[src/ncbf_ram.sv]
// ----------------------------------------------------------------------------
// ncbf_ram
// Generic single-write, single-read RAM with a registered read port.
// ----------------------------------------------------------------------------
module ncbf_ram #(
  parameter int WIDTH = 8,
  parameter int DEPTH = 256
) (
  input  logic                                   clk,
  input  logic                                   we,
  input  logic [(DEPTH > 1 ? $clog2(DEPTH) : 1)-1:0] waddr,
  input  logic [WIDTH-1:0]                       wdata,
  input  logic [(DEPTH > 1 ? $clog2(DEPTH) : 1)-1:0] raddr,
  output logic [WIDTH-1:0]                       rdata
);

  logic [WIDTH-1:0] mem_r [DEPTH];
  logic [WIDTH-1:0] rdata_r;

  always_ff @(posedge clk) begin
    if (we) begin
      mem_r[waddr] <= wdata;
    end
    rdata_r <= mem_r[raddr];
  end

  assign rdata = rdata_r;

endmodule

[config.mk]
export PLATFORM = sky130hd
export DESIGN_NAME = ncbf_ram
export DESIGN_NICKNAME = d
export VERILOG_FILES = /design/src/ncbf_ram.sv
export SDC_FILE = /design/constraint.sdc
export NUM_CORES = 2
export LEC_CHECK = 0
export BUFFER_PORTS_ARGS = -buffer_cell sky130_fd_sc_hd__buf_4
export CORE_MARGIN = 2
export CORE_UTILIZATION = 38
export CTS_BUF_LIST = sky130_fd_sc_hd__clkbuf_2 sky130_fd_sc_hd__clkbuf_4 sky130_fd_sc_hd__clkbuf_8
export DETAILED_ROUTE_END_ITERATION = 10
export PLACE_DENSITY_LB_ADDON = 0.25
export SYNTH_ARGS = -nofsm -noshare
export SYNTH_HDL_FRONTEND = slang
export SYNTH_SLANG_ARGS = --single-unit
[constraint.sdc]
create_clock -name clk -period 6.8 [get_ports clk]
set_clock_uncertainty 0.1 [all_clocks]
set_input_delay 1.02 -clock clk [delete_from_list [all_inputs] [get_ports clk]]
set_output_delay 1.02 -clock clk [all_outputs]
set_load 0.01 [all_outputs]
==> flow_summary_export.csv <==
group,metric,value,unit
clocking,root_buffer,"clkbuf_8",
critical_path,worst_ep_required_time,7560,ps
yosys,async_flop_share,0,
sta,report.final.slew_viol_count,0,
placed_design,placed_area,0.0829,sq mm
worst_hold_path,holdCritPathClass,"primary input to flop",
power,power.density,290,mW/mm^2
placed_design,port_buffers,33,
finish,layout-drive-gt1-share,0.269,
critical_path,end_kind,"flop",
status,status,"complete, no violations",
grt,grt_max_degree,145,
sta,tightest_slew,1310,ps
yosys,avgSynthCellArea,21.3,sq um
grt,overflow,0,
clocking,cts_tree,"done",
route,drt_first_pass_iters,6,
yosys,syn-instance-count,3733,
power,power_leakage,27.4,nW
critical_path,worstSetupEndpoint,"rdata[3]$_DFF_P_",
sta,final.setup.tns,0,ps
floorplan,die_h,462,microns
finish,layout_commonest_cell,"edfxtp_1",
clocking,cts_buffer_depth,4,
yosys,synth_top_area_share,0.773,
critical_path,crit_type,"primary input to flop",
placed_design,place_ws,1800,ps
critical_path,startpoint_type,"primary input",
yosys,synth_top_flop_cell,"edfxtp_1",
sta,setup_violations,0,
yosys,seq_area_frac_synth,0.775,
grt,grt_pass1_vias,40000,
yosys,synth.area.top_cells,"edfxtp_1 (77%), mux4_2 (13%), mux2i_1 (1.7%)",
sta,timing.fmax,0.256,GHz
route,post-route-drc-count,0,
finish,final_cell_mix,"edfxtp_1 (2048), mux4_2 (454), clkbuf_8 (357)",
floorplan,core,0.208,sq mm
critical_path,critical_path.reg2reg.startpoint,"mem_r[82][3]$_DFFE_PP_",
sta,holdWs,364,ps
route,drtAntennaViolNets,0,
clocking,clock_latency,1030,ps
yosys,synth_cell_types,55,
sta,final_hold_viol_count,0,
finish,multi_input_area,0.0166,sq mm
grt,grt_first_pass_wirelength,297000,microns
critical_path,rr_worst_depth,6,
critical_path,arrival,4660,ps
route,routed_wl,209000,microns
finish,final_area,0.0894,sq mm
clocking,cts_resized,0,
critical_path,regToRegSetupSlack,3700,ps
route,vias,39300,
floorplan,die_x,462,microns
run,max_cap_viol_count,0,
floorplan,fp.dieArea,0.213,sq mm
placed_design,hpwl,123000,microns
route,vias_per_cell,5.61,
clocking,cts.sinks,2056,
finish,regArea,0.0617,sq mm
sta,rsz0062_at_grt,"false",
clocking,cts_max_level,5,
yosys,synth_edf_count,2048,
finish,fill_cells,18000,
sta,period_share,0.574,
grt,track_usage,0.195,
floorplan,rows,167,
clocking,hold_buffers,0,
route,drt_iter0_markers,4229,
clocking,clkTransAtPathRegs,60,ps
route,drt-wirelength-per-cell,29.8,microns
yosys,yosys_warnings,0,
yosys,yosysTopAreaCell,"edfxtp_1",
grt,antenna_found_initial,6,
clocking,cts_buffers,348,
sta,setup_ws,2890,ps
sta,max_slew_margin,0.118,
sta,min_period,3910,ps
finish,layout.nets,3994,
power,p_total,25.9,mW
yosys,synth_area,0.0796,sq mm
worst_hold_path,min_path_cells,1,
placed_design,place_congestion,0.830,
critical_path,setup.worst_path.start,"raddr[0]",
floorplan,io_pins,34,
critical_path,reg2reg_to,"rdata[3]$_DFF_P_",
finish,areaGrowthSynthToFinish,12.4,%
yosys,synth_nets,3759,
floorplan,start_util,0.383,
yosys,synth-seq-cells,2056,
clocking,cts_setup_buffers,0,
power,worst_ir_drop_vdd,200,uV
critical_path,path_max_fanout,54,
worst min-delay path by stage:
stage | slack, ps | from | endpoint
2_1_floorplan | 670 | mem_r[40][3]$_DFFE_PP_ | rdata[3]$_DFF_P_
3_3_place_gp | 860 | mem_r[60][2]$_DFFE_PP_ | rdata[2]$_DFF_P_
3_5_place_dp | 870 | mem_r[60][2]$_DFFE_PP_ | rdata[2]$_DFF_P_
4_1_cts | 290 | wdata[0] | mem_r[202][0]$_DFFE_PP_
5_1_grt | 310 | wdata[0] | mem_r[202][0]$_DFFE_PP_
6_report | 360 | wdata[0] | mem_r[202][0]$_DFFE_PP_
Yosys cell counts (22+ instances only):
library cell  number
edfxtp_1        2048
mux4_2           454
nor2_1           282
mux2i_1          134
a22oi_1          133
clkbuf_1         111
a21oi_1           96
o221ai_1          46
nand3_1           34
nand2_1           33
buf_2             31
nor2b_1           31
o22ai_1           28
buf_4             27
nor4_1            24
buf_1             22
nor3_1            22
stage by stage:
step	util	std cells
6_report	0.431	7005
5_1_grt	0.431	7005
4_1_cts	0.431	7003
3_5_place_dp	0.399	6406
3_3_place_gp	0.399	6403
2_1_floorplan	-	3733
cells by family (layout without fill, tap and decap cells):
logic type / after synthesis / count (layout) / share of synthesized area
buffers and inverters: 235 / 717 / 0.0183
and+or+nand+nor: 466 / 466 / 0.0263
DFF: 2056 / 2056 / 0.775
AOI/OAI and AO/OA: 385 / 385 / 0.0342
other: 0 / 2 / 0
muxes: 591 / 591 / 0.146
state kept, by name (all words and copies together), names as in the netlist:
name / count
rdata: 8
mem_r: 2048
layout make-up:
class,instances,area share
flip-flops and latches,2056,0.690
multi-input cells,1442,0.185
diodes,2,0.0000560
clock inverters,119,0.00810
well taps,2788,0.0390
clock buffers,478,0.0651
inverters,2,0.0000840
repair buffers,118,0.0127
critical path, stage by stage:
cell and delay, ps:
buf_8 530, buf_4 500, mux4_2 550, a22o_1 270, a221oi_1 360, o32ai_1 160, nor3_1 1020, nor4_1 130
report_power, final:
group | leakage [nW] | internal (mW) | switching (mW) | total [mW]
registers | 18.5 | 14.0 | 0.0295 | 14.0
clock network | 3.49 | 5.81 | 4.82 | 10.6
logic | 5.46 | 0.422 | 0.849 | 1.27
layer usage:
| layer | GRT usage | share of wire | wire length (microns) |
|---|---|---|---|
| met1 | 0.274 | 0.43 | 89500 |
| met2 | 0.311 | 0.48 | 100000 |
| met3 | 0.0365 | 0.064 | 13300 |
| met4 | 0.0607 | 0.028 | 5890 |
| met5 | 0 | 0.00013 | 27 |
No activity file was read; power rests on OpenSTA's default activity.
